===== config.mk =====
export PLATFORM = sky130hd
export DESIGN_NAME = pastel_gradient_color_core
export DESIGN_NICKNAME = d
export VERILOG_FILES = /design/src/design/pgc_pkg.sv /design/src/design/pastel_gradient_color_core.sv /design/src/design/pgc_shape.sv /design/src/design/pgc_hsv.sv /design/src/design/pgc_luma.sv
export SDC_FILE = /design/constraint.sdc
export NUM_CORES = 2
export LEC_CHECK = 0
export ABC_AREA = 1
export BUFFER_PORTS_ARGS = -buffer_cell sky130_fd_sc_hd__clkbuf_2
export CAP_MARGIN = 40
export CORE_MARGIN = 5
export CORE_UTILIZATION = 60
export CTS_CLUSTER_SIZE = 40
export DETAILED_ROUTE_END_ITERATION = 8
export PLACE_DENSITY = 0.92
export SLEW_MARGIN = 40
export SYNTH_ARGS = -nofsm -noshare
export SYNTH_HDL_FRONTEND = slang
export SYNTH_SLANG_ARGS = --single-unit

===== constraint.sdc =====
create_clock -name aclk -period 7.2 [get_ports aclk]
set_input_delay 1.08 -clock aclk [delete_from_list [all_inputs] [get_ports aclk]]
set_output_delay 1.08 -clock aclk [all_outputs]
set_load 0.005 [all_outputs]

===== src/design/pgc_pkg.sv =====
`timescale 1ns / 1ps

package pgc_pkg;

    localparam int FRACTION_BITS = 16;
    localparam logic [16:0] FX_ONE = 17'h10000;
    localparam logic [15:0] FX_HALF = 16'h8000;

    localparam int CFG_INDEX_W = 3;
    localparam int CFG_DATA_W = 16;

    localparam logic [CFG_INDEX_W-1:0] REG_HUE = 3'd0;
    localparam logic [CFG_INDEX_W-1:0] REG_DISCRETE = 3'd1;
    localparam logic [CFG_INDEX_W-1:0] REG_JOINING = 3'd2;
    localparam logic [CFG_INDEX_W-1:0] REG_SEGMENTS = 3'd3;
    localparam logic [CFG_INDEX_W-1:0] REG_CLASSES = 3'd4;

    typedef enum logic [1:0] {
        JOIN_NONE,
        JOIN_STEPS,
        JOIN_TUBES,
        JOIN_DIVERGING
    } join_kind_t;

    typedef struct packed {
        logic [15:0] hue;
        logic        discrete;
        join_kind_t  join_kind;
        logic [6:0]  segments;
        logic [6:0]  classes;
    } cfg_t;

    typedef struct packed {
        logic [16:0] p;
        logic [2:0]  sector;
        logic [15:0] f;
    } shape_t;

    typedef struct packed {
        logic [7:0]  red;
        logic [7:0]  green;
        logic [7:0]  blue;
        logic [16:0] p;
    } rgb_t;

endpackage


===== src/design/pastel_gradient_color_core.sv =====
`timescale 1ns / 1ps
// Pastel gradient colormap core.
// Slave stream: one 16-bit gradient position (Q0.16) per word on s_tdata.
// Master stream: one pixel per word on m_tdata: red, green, blue, luma and
// the 17-bit shaped position.
// Configuration: cfg_we / cfg_index / cfg_wdata, to be written only when
// the core is idle (the user's duty; the core does not enforce it); index 0
// hue, 1 discrete mode, 2 joining kind, 3 segment count, 4 class count.
// Pipeline: a register stage each for joining, class index, quantise,
// saturation, levels, channels and luma, from input word to output word.
// Throughput: one word per cycle while m_tready is high; every stage
// carries its own valid bit. Each stage advances while it is empty or the
// stage after it moves, so bubbles close up; s_tready follows m_tready
// combinationally through that chain. A stalled receiver holds the output
// word stable and fills the pipeline; nothing is dropped or repeated.
// Reset: synchronous, active low; empties the pipeline and loads the
// register defaults (hue 0, continuous, no joining, 4 segments, 7 classes).
module pastel_gradient_color_core (
    input  logic        aclk,
    input  logic        aresetn,
    input  logic        cfg_we,
    input  logic [2:0]  cfg_index,
    input  logic [15:0] cfg_wdata,
    input  logic        s_tvalid,
    output logic        s_tready,
    input  logic [15:0] s_tdata,   // position[15:0]
    output logic        m_tvalid,
    input  logic        m_tready,
    output logic [55:0] m_tdata    // red, green, blue, luma, shaped_position, pad
);

    logic [15:0]         hue_reg;
    logic                discrete_reg;
    pgc_pkg::join_kind_t join_reg;
    logic [6:0]          segments_reg;
    logic [6:0]          classes_reg;
    pgc_pkg::cfg_t       cfg;

    always_ff @(posedge aclk) begin
        if (!aresetn) begin
            hue_reg      <= 16'd0;
            discrete_reg <= 1'b0;
            join_reg     <= pgc_pkg::JOIN_NONE;
            segments_reg <= 7'd4;
            classes_reg  <= 7'd7;
        end else if (cfg_we) begin
            case (cfg_index)
                pgc_pkg::REG_HUE:      hue_reg      <= cfg_wdata;
                pgc_pkg::REG_DISCRETE: discrete_reg <= cfg_wdata[0];
                pgc_pkg::REG_JOINING:  join_reg     <= pgc_pkg::join_kind_t'(cfg_wdata[1:0]);
                pgc_pkg::REG_SEGMENTS: segments_reg <= cfg_wdata[6:0];
                pgc_pkg::REG_CLASSES:  classes_reg  <= cfg_wdata[6:0];
                default: ;
            endcase
        end
    end

    assign cfg.hue       = hue_reg;
    assign cfg.discrete  = discrete_reg;
    assign cfg.join_kind = join_reg;
    assign cfg.segments  = segments_reg;
    assign cfg.classes   = classes_reg;

    logic            sh_valid, sh_ready;
    pgc_pkg::shape_t sh_data;
    logic            rgb_valid, rgb_ready;
    pgc_pkg::rgb_t   rgb_data;

    pgc_shape u_shape (
        .aclk      (aclk),
        .aresetn   (aresetn),
        .cfg       (cfg),
        .in_valid  (s_tvalid),
        .in_ready  (s_tready),
        .in_pos    (s_tdata),
        .out_valid (sh_valid),
        .out_ready (sh_ready),
        .out_data  (sh_data)
    );

    pgc_hsv u_hsv (
        .aclk      (aclk),
        .aresetn   (aresetn),
        .in_valid  (sh_valid),
        .in_ready  (sh_ready),
        .in_data   (sh_data),
        .out_valid (rgb_valid),
        .out_ready (rgb_ready),
        .out_data  (rgb_data)
    );

    pgc_luma u_luma (
        .aclk      (aclk),
        .aresetn   (aresetn),
        .in_valid  (rgb_valid),
        .in_ready  (rgb_ready),
        .in_data   (rgb_data),
        .out_valid (m_tvalid),
        .out_ready (m_tready),
        .out_word  (m_tdata)
    );

endmodule


===== src/design/pgc_shape.sv =====
`timescale 1ns / 1ps

module pgc_shape (
    input  logic            aclk,
    input  logic            aresetn,
    input  pgc_pkg::cfg_t   cfg,
    input  logic            in_valid,
    output logic            in_ready,
    input  logic [15:0]     in_pos,
    output logic            out_valid,
    input  logic            out_ready,
    output pgc_pkg::shape_t out_data
);

    localparam int RECIP_SHIFT = 30;
    localparam int RECIP_W = RECIP_SHIFT + 1;
    localparam int CLS_DEPTH = 128;

    logic [RECIP_W-1:0] recip_tbl [CLS_DEPTH];
    logic [RECIP_W-1:0] recip_reg;

    for (genvar i = 0; i < CLS_DEPTH; i++) begin : g_recip
        localparam longint D = (i == 0) ? 64'd1 : 64'(i);
        localparam logic [RECIP_W-1:0] R =
            RECIP_W'(((64'd1 << RECIP_SHIFT) + D - 64'd1) / D);
        assign recip_tbl[i] = R;
    end

    logic a_vld_reg, b_vld_reg, c_vld_reg;
    logic a_ready, b_ready, c_ready;

    assign c_ready  = !c_vld_reg || out_ready;
    assign b_ready  = !b_vld_reg || c_ready;
    assign a_ready  = !a_vld_reg || b_ready;
    assign in_ready = a_ready;

    // stage A: joining mode
    logic [22:0] a_prod;
    logic [16:0] a_frac;
    logic [17:0] a_twice;
    logic [17:0] a_fold;
    logic [16:0] a_p_next;
    logic [15:0] a_h_next;
    logic [16:0] a_p_reg;
    logic [15:0] a_h_reg;

    assign a_prod  = 23'(in_pos) * 23'(cfg.segments);
    assign a_frac  = {1'b0, a_prod[15:0]};
    assign a_twice = {1'b0, in_pos, 1'b0};
    assign a_fold  = (a_twice > 18'(pgc_pkg::FX_ONE)) ?
                     (18'(pgc_pkg::FX_ONE) << 1) - a_twice : a_twice;

    always_comb begin
        case (cfg.join_kind)
            pgc_pkg::JOIN_STEPS: begin
                a_p_next = a_frac;
            end
            pgc_pkg::JOIN_TUBES: begin
                a_p_next = a_prod[16] ? pgc_pkg::FX_ONE - a_frac : a_frac;
            end
            pgc_pkg::JOIN_DIVERGING: begin
                a_p_next = 17'(18'(pgc_pkg::FX_ONE) - a_fold);
            end
            default: begin
                a_p_next = {1'b0, in_pos};
            end
        endcase
    end

    assign a_h_next = (cfg.join_kind == pgc_pkg::JOIN_DIVERGING && in_pos > pgc_pkg::FX_HALF) ?
                      cfg.hue + pgc_pkg::FX_HALF : cfg.hue;

    // stage B: class index and hue sector
    logic [6:0]  b_cls;
    logic [23:0] b_kprod;
    logic [18:0] b_h6;
    logic [16:0] b_p_reg;
    logic [6:0]  b_k_reg;
    logic [2:0]  b_sector_reg;
    logic [15:0] b_f_reg;

    assign b_cls   = (cfg.classes == 7'd0) ? 7'd1 : cfg.classes;
    assign b_kprod = 24'(a_p_reg) * 24'(b_cls);
    assign b_h6    = 19'(a_h_reg) * 19'd6;

    // stage C: quantised position via reciprocal
    logic [37:0] c_qprod;
    logic [16:0] c_p_next;

    assign c_qprod  = 38'(b_k_reg) * 38'(recip_reg);
    assign c_p_next = cfg.discrete ? c_qprod[RECIP_SHIFT:RECIP_SHIFT-16] : b_p_reg;

    always_ff @(posedge aclk) begin
        if (!aresetn) begin
            a_vld_reg <= 1'b0;
            b_vld_reg <= 1'b0;
            c_vld_reg <= 1'b0;
        end else begin
            if (a_ready) a_vld_reg <= in_valid;
            if (b_ready) b_vld_reg <= a_vld_reg;
            if (c_ready) c_vld_reg <= b_vld_reg;
        end
    end

    always_ff @(posedge aclk) begin
        recip_reg <= recip_tbl[cfg.classes];
        if (a_ready && in_valid) begin
            a_p_reg <= a_p_next;
            a_h_reg <= a_h_next;
        end
        if (b_ready && a_vld_reg) begin
            b_p_reg      <= a_p_reg;
            b_k_reg      <= b_kprod[22:16];
            b_sector_reg <= b_h6[18:16];
            b_f_reg      <= b_h6[15:0];
        end
        if (c_ready && b_vld_reg) begin
            out_data.p      <= c_p_next;
            out_data.sector <= b_sector_reg;
            out_data.f      <= b_f_reg;
        end
    end

    assign out_valid = c_vld_reg;

endmodule


===== src/design/pgc_hsv.sv =====
`timescale 1ns / 1ps

module pgc_hsv (
    input  logic            aclk,
    input  logic            aresetn,
    input  logic            in_valid,
    output logic            in_ready,
    input  pgc_pkg::shape_t in_data,
    output logic            out_valid,
    input  logic            out_ready,
    output pgc_pkg::rgb_t   out_data
);

    // floor(3p/5) as p * SAT_MUL >> 21, SAT_MUL = ceil(3 * 2^21 / 5) + 1
    localparam logic [20:0] SAT_MUL = 21'd1258293;
    localparam int SAT_SHIFT = 21;

    localparam logic [2:0] SECT_RED_UP = 3'd0;
    localparam logic [2:0] SECT_GREEN_HI = 3'd1;
    localparam logic [2:0] SECT_BLUE_UP = 3'd2;
    localparam logic [2:0] SECT_BLUE_HI = 3'd3;
    localparam logic [2:0] SECT_RED_DN = 3'd4;

    function automatic logic [7:0] to_channel(input logic [16:0] x);
        logic [24:0] w;
        w = {x, 8'b0} - 25'(x);
        return w[23:16];
    endfunction

    logic d_vld_reg, e_vld_reg, f_vld_reg;
    logic d_ready, e_ready, f_ready;

    assign f_ready  = !f_vld_reg || out_ready;
    assign e_ready  = !e_vld_reg || f_ready;
    assign d_ready  = !d_vld_reg || e_ready;
    assign in_ready = d_ready;

    // stage D: saturation
    logic [37:0] d_prod;
    logic [15:0] d_s_reg;
    logic [15:0] d_f_reg;
    logic [2:0]  d_sector_reg;
    logic [16:0] d_p_reg;

    assign d_prod = 38'(in_data.p) * 38'(SAT_MUL);

    // stage E: P, Q, T levels
    logic [31:0] e_sf;
    logic [32:0] e_sg;
    logic [16:0] e_cp_reg, e_cq_reg, e_ct_reg;
    logic [2:0]  e_sector_reg;
    logic [16:0] e_p_reg;

    assign e_sf = 32'(d_s_reg) * 32'(d_f_reg);
    assign e_sg = 33'(d_s_reg) * 33'(pgc_pkg::FX_ONE - {1'b0, d_f_reg});

    // stage F: sector select and 8-bit channels
    logic [16:0] f_r, f_g, f_b;

    always_comb begin
        case (e_sector_reg)
            SECT_RED_UP: begin
                f_r = pgc_pkg::FX_ONE; f_g = e_ct_reg; f_b = e_cp_reg;
            end
            SECT_GREEN_HI: begin
                f_r = e_cq_reg; f_g = pgc_pkg::FX_ONE; f_b = e_cp_reg;
            end
            SECT_BLUE_UP: begin
                f_r = e_cp_reg; f_g = pgc_pkg::FX_ONE; f_b = e_ct_reg;
            end
            SECT_BLUE_HI: begin
                f_r = e_cp_reg; f_g = e_cq_reg; f_b = pgc_pkg::FX_ONE;
            end
            SECT_RED_DN: begin
                f_r = e_ct_reg; f_g = e_cp_reg; f_b = pgc_pkg::FX_ONE;
            end
            default: begin
                f_r = pgc_pkg::FX_ONE; f_g = e_cp_reg; f_b = e_cq_reg;
            end
        endcase
    end

    always_ff @(posedge aclk) begin
        if (!aresetn) begin
            d_vld_reg <= 1'b0;
            e_vld_reg <= 1'b0;
            f_vld_reg <= 1'b0;
        end else begin
            if (d_ready) d_vld_reg <= in_valid;
            if (e_ready) e_vld_reg <= d_vld_reg;
            if (f_ready) f_vld_reg <= e_vld_reg;
        end
    end

    always_ff @(posedge aclk) begin
        if (d_ready && in_valid) begin
            d_s_reg      <= d_prod[SAT_SHIFT+15:SAT_SHIFT];
            d_f_reg      <= in_data.f;
            d_sector_reg <= in_data.sector;
            d_p_reg      <= in_data.p;
        end
        if (e_ready && d_vld_reg) begin
            e_cp_reg     <= pgc_pkg::FX_ONE - {1'b0, d_s_reg};
            e_cq_reg     <= pgc_pkg::FX_ONE - {1'b0, e_sf[31:16]};
            e_ct_reg     <= pgc_pkg::FX_ONE - e_sg[32:16];
            e_sector_reg <= d_sector_reg;
            e_p_reg      <= d_p_reg;
        end
        if (f_ready && e_vld_reg) begin
            out_data.red   <= to_channel(f_r);
            out_data.green <= to_channel(f_g);
            out_data.blue  <= to_channel(f_b);
            out_data.p     <= e_p_reg;
        end
    end

    assign out_valid = f_vld_reg;

endmodule


===== src/design/pgc_luma.sv =====
`timescale 1ns / 1ps

module pgc_luma (
    input  logic          aclk,
    input  logic          aresetn,
    input  logic          in_valid,
    output logic          in_ready,
    input  pgc_pkg::rgb_t in_data,
    output logic          out_valid,
    input  logic          out_ready,
    output logic [55:0]   out_word
);

    localparam logic [15:0] LUMA_R = 16'd77;
    localparam logic [15:0] LUMA_G = 16'd150;
    localparam logic [15:0] LUMA_B = 16'd29;

    logic        vld_reg;
    logic [15:0] luma_sum;
    logic [55:0] word_reg;

    assign in_ready = !vld_reg || out_ready;
    assign luma_sum = 16'(in_data.red) * LUMA_R + 16'(in_data.green) * LUMA_G
                    + 16'(in_data.blue) * LUMA_B;

    always_ff @(posedge aclk) begin
        if (!aresetn) begin
            vld_reg <= 1'b0;
        end else if (in_ready) begin
            vld_reg <= in_valid;
        end
    end

    always_ff @(posedge aclk) begin
        if (in_ready && in_valid) begin
            word_reg <= {7'b0, in_data.p, luma_sum[15:8],
                         in_data.blue, in_data.green, in_data.red};
        end
    end

    assign out_valid = vld_reg;
    assign out_word  = word_reg;

endmodule


==> metrics.txt <==
netlist area before placement 59090 µm²; GRT Overall Usage roughly 37%; grt ovf 0; die area roughly 100000 µm²; worst endpoint data arrival time 7.63 ns; clock buffer count from CTS 43; global-route wire length before repair 299.5 mm; standard-cell row count 115; Largest stage delay, worst path between 0.5 and 0.6 ns; Largest register FFs 49; Final Critical Period 7.224 ns; flop and latch count out of synthesis roughly 390; RSZ-0062 raised after global routing yes; fraction of layout instances using a drive strength above 1 8.852%; length of the first detailed-routing pass in iterations 8; top library cells by usage in the layout, fill and taps aside sky130_fd_sc_hd__nand2_1 (1703), sky130_fd_sc_hd__inv_1 (1620), sky130_fd_sc_hd__fa_1 (772); antenna violations before repair 3; final cycle utilization of the critical path 100.3%; wire length per cell 21.52 µm; I/O pin count 98; worst setup path category register to register; starting density of the core 60.21%; Final Max Slew Viols 0; Syn-to-layout area delta 9.512%; width of the die 323.8 µm; total of endpoints with negative setup slack in the final report 2; final worst setup slack -0.02380 ns; Worst Skew 0.04029 ns; Critical Path Source Type register; violated checks setup timing; mean number of vias per cell 5.917; Clock Pin Slew Worst Setup and Hold Paths 0.07 ns; initial DRC count 4856; count of max-cap constraint violations 0; average instance area after synthesis ~7.9 µm²; Req. time, crit path roughly 7.6 ns; clock tree from TritonCTS done; Synth cell types 68; highest-delay cell along the critical path sky130_fd_sc_hd__fa_1; setup TNS -0.02788 ns; Clock Path Buffers 3; max_slew headroom 41.24%; count of nets left with antenna violations after detail routing 0; final hold viol count 0; most used flip-flop cell after synthesis sky130_fd_sc_hd__edfxtp_1; total of buffers placed on input and output ports 90; H-tree lvl count 2; critical-path maximum fanout 4; result of the run finished, violations left; routability cong. roughly 1.1; gate count after technology mapping 7489; number of vias after detailed routing 53080; buffer type at the clock tree root sky130_fd_sc_hd__clkbuf_16; most common library cell in the layout ignoring fill and taps sky130_fd_sc_hd__nand2_1; nets@finish 9045; detailed-route wire length 193.1 mm; FFs w/ async S/R, synth 0%; detailed-placement wirelength estimate roughly 150 mm; largest net degree at the start of global routing 68; EDFF count, synth roughly 320; DRC violations left 0; area of the core 98130 µm²; Crit. End Element register; DIE HEIGHT 323.8 µm; later-pin clock latency in the skew report 0.66 ns; Hold Buf Count CTS 0; via count of the first global-routing pass 55380; Hold/Removal Path Class register to register; number of warnings issued by yosys 0; clk sink count 393; Fmax 138.4 MHz; Worst Tran Pin Value 0.8815 ns; sequential share of the synthesized area between 10% and 20%
[layout make-up]
| cell class | count | area [µm²] |
|---|---|---|
| clock buffers | 53 | 1177 |
| flip-flops and latches | 393 | 11090 |
| well taps | 1287 | 1610 |
| repair buffers | 330 | 2410 |
| clock inverters | 26 | 306.5 |
| inverters | 1663 | 6257 |
| diodes | 2 | 5.005 |
| multi-input cells | 5217 | 41850 |
| fillers | 7922 | 33420 |
[timing repair]
item | CTS | global route
endpoints found under the setup margin | 15 | 22
gates resized for setup | 47 | 217
pin swaps | 22 | 85
buffers inserted | 5 | 12
[logic make-up after synthesis]
| kind of cell | after synthesis | synth area share, % |
|---|---|---|
| xor+xnor | 143 | 2.145 |
| compound gates | 836 | 8.313 |
| other cells | 1 | 0.006346 |
| fa+ha+maj | 1357 | 38.59 |
| flops | 393 | 18.77 |
| buf+inv | 1885 | 12.14 |
| simple gates | 2874 | 20.03 |
[synthesized netlist by cell type (38+ instances only)]
| cell | count | share of area (%) |
|---|---|---|
| sky130_fd_sc_hd__a21oi_1 | 310 | 2.6 |
| sky130_fd_sc_hd__clkbuf_1 | 152 | 0.97 |
| sky130_fd_sc_hd__dfxtp_1 | 71 | 2.4 |
| sky130_fd_sc_hd__edfxtp_1 | 322 | 16 |
| sky130_fd_sc_hd__fa_1 | 776 | 26 |
| sky130_fd_sc_hd__ha_1 | 581 | 12 |
| sky130_fd_sc_hd__inv_1 | 1644 | 10 |
| sky130_fd_sc_hd__nand2_1 | 1750 | 11 |
| sky130_fd_sc_hd__nand3_1 | 251 | 2.1 |
| sky130_fd_sc_hd__nand4_1 | 92 | 0.97 |
| sky130_fd_sc_hd__nor2_1 | 599 | 3.8 |
| sky130_fd_sc_hd__nor3_1 | 67 | 0.57 |
| sky130_fd_sc_hd__o21ai_0 | 250 | 2.1 |
| sky130_fd_sc_hd__o22ai_1 | 38 | 0.40 |
| sky130_fd_sc_hd__xnor2_1 | 51 | 0.76 |
| sky130_fd_sc_hd__xor2_1 | 90 | 1.3 |
[per-layer routing]
layer / global-route usage, % / wire [µm] / vias up
li1: - / - / 23660
met1: 42.00 / 67180 / 25360
met2: 63.48 / 93120 / 3029
met3: 5.952 / 15510 / 1040
met4: 25.12 / 17280 / 2
met5: 0 / 13 / -
[path summary, 6_finish.rpt]
path	start	to	slack, ns	cells after the start
setup / recovery	u_hsv.d_f_reg[2]	u_hsv.e_ct_reg[16]	-0.02	37
hold / removal	u_hsv.out_data[2]	u_luma.out_word[34]	0.40	0
setup reg to reg	u_hsv.d_f_reg[2]	u_hsv.e_ct_reg[16]	-0.02	37
hold reg to reg	u_hsv.out_data[2]	u_luma.out_word[34]	0.40	0
[worst max-delay path: cells and delay by family (launching register included)]
kind,cells,cell delay (ns)
compound gates,1,0.13
buf+inv,6,0.50
flops,1,0.45
simple gates,23,2.65
fa+ha+maj,7,3.22
[per-stage QoR]
stage          hold WS [ns]  setup WS, ns  util (%)  area, µm²  cells
4_1_cts              0.3916     -0.003165     64.98      63770   8958
3_3_place_gp         0.4005       -0.1707     63.21      62030   8874
2_1_floorplan        0.4003       0.01194         -      59120   7495
6_report             0.3977      -0.02380     65.94      64710   8971
3_5_place_dp         0.4045       -0.2632     63.22      62040   8874
5_1_grt              0.4030       -0.3497     65.94      64700   8969
Power is not shown: default switching activity piles up to over one toggle a cycle in this logic, so the estimate is an artifact.
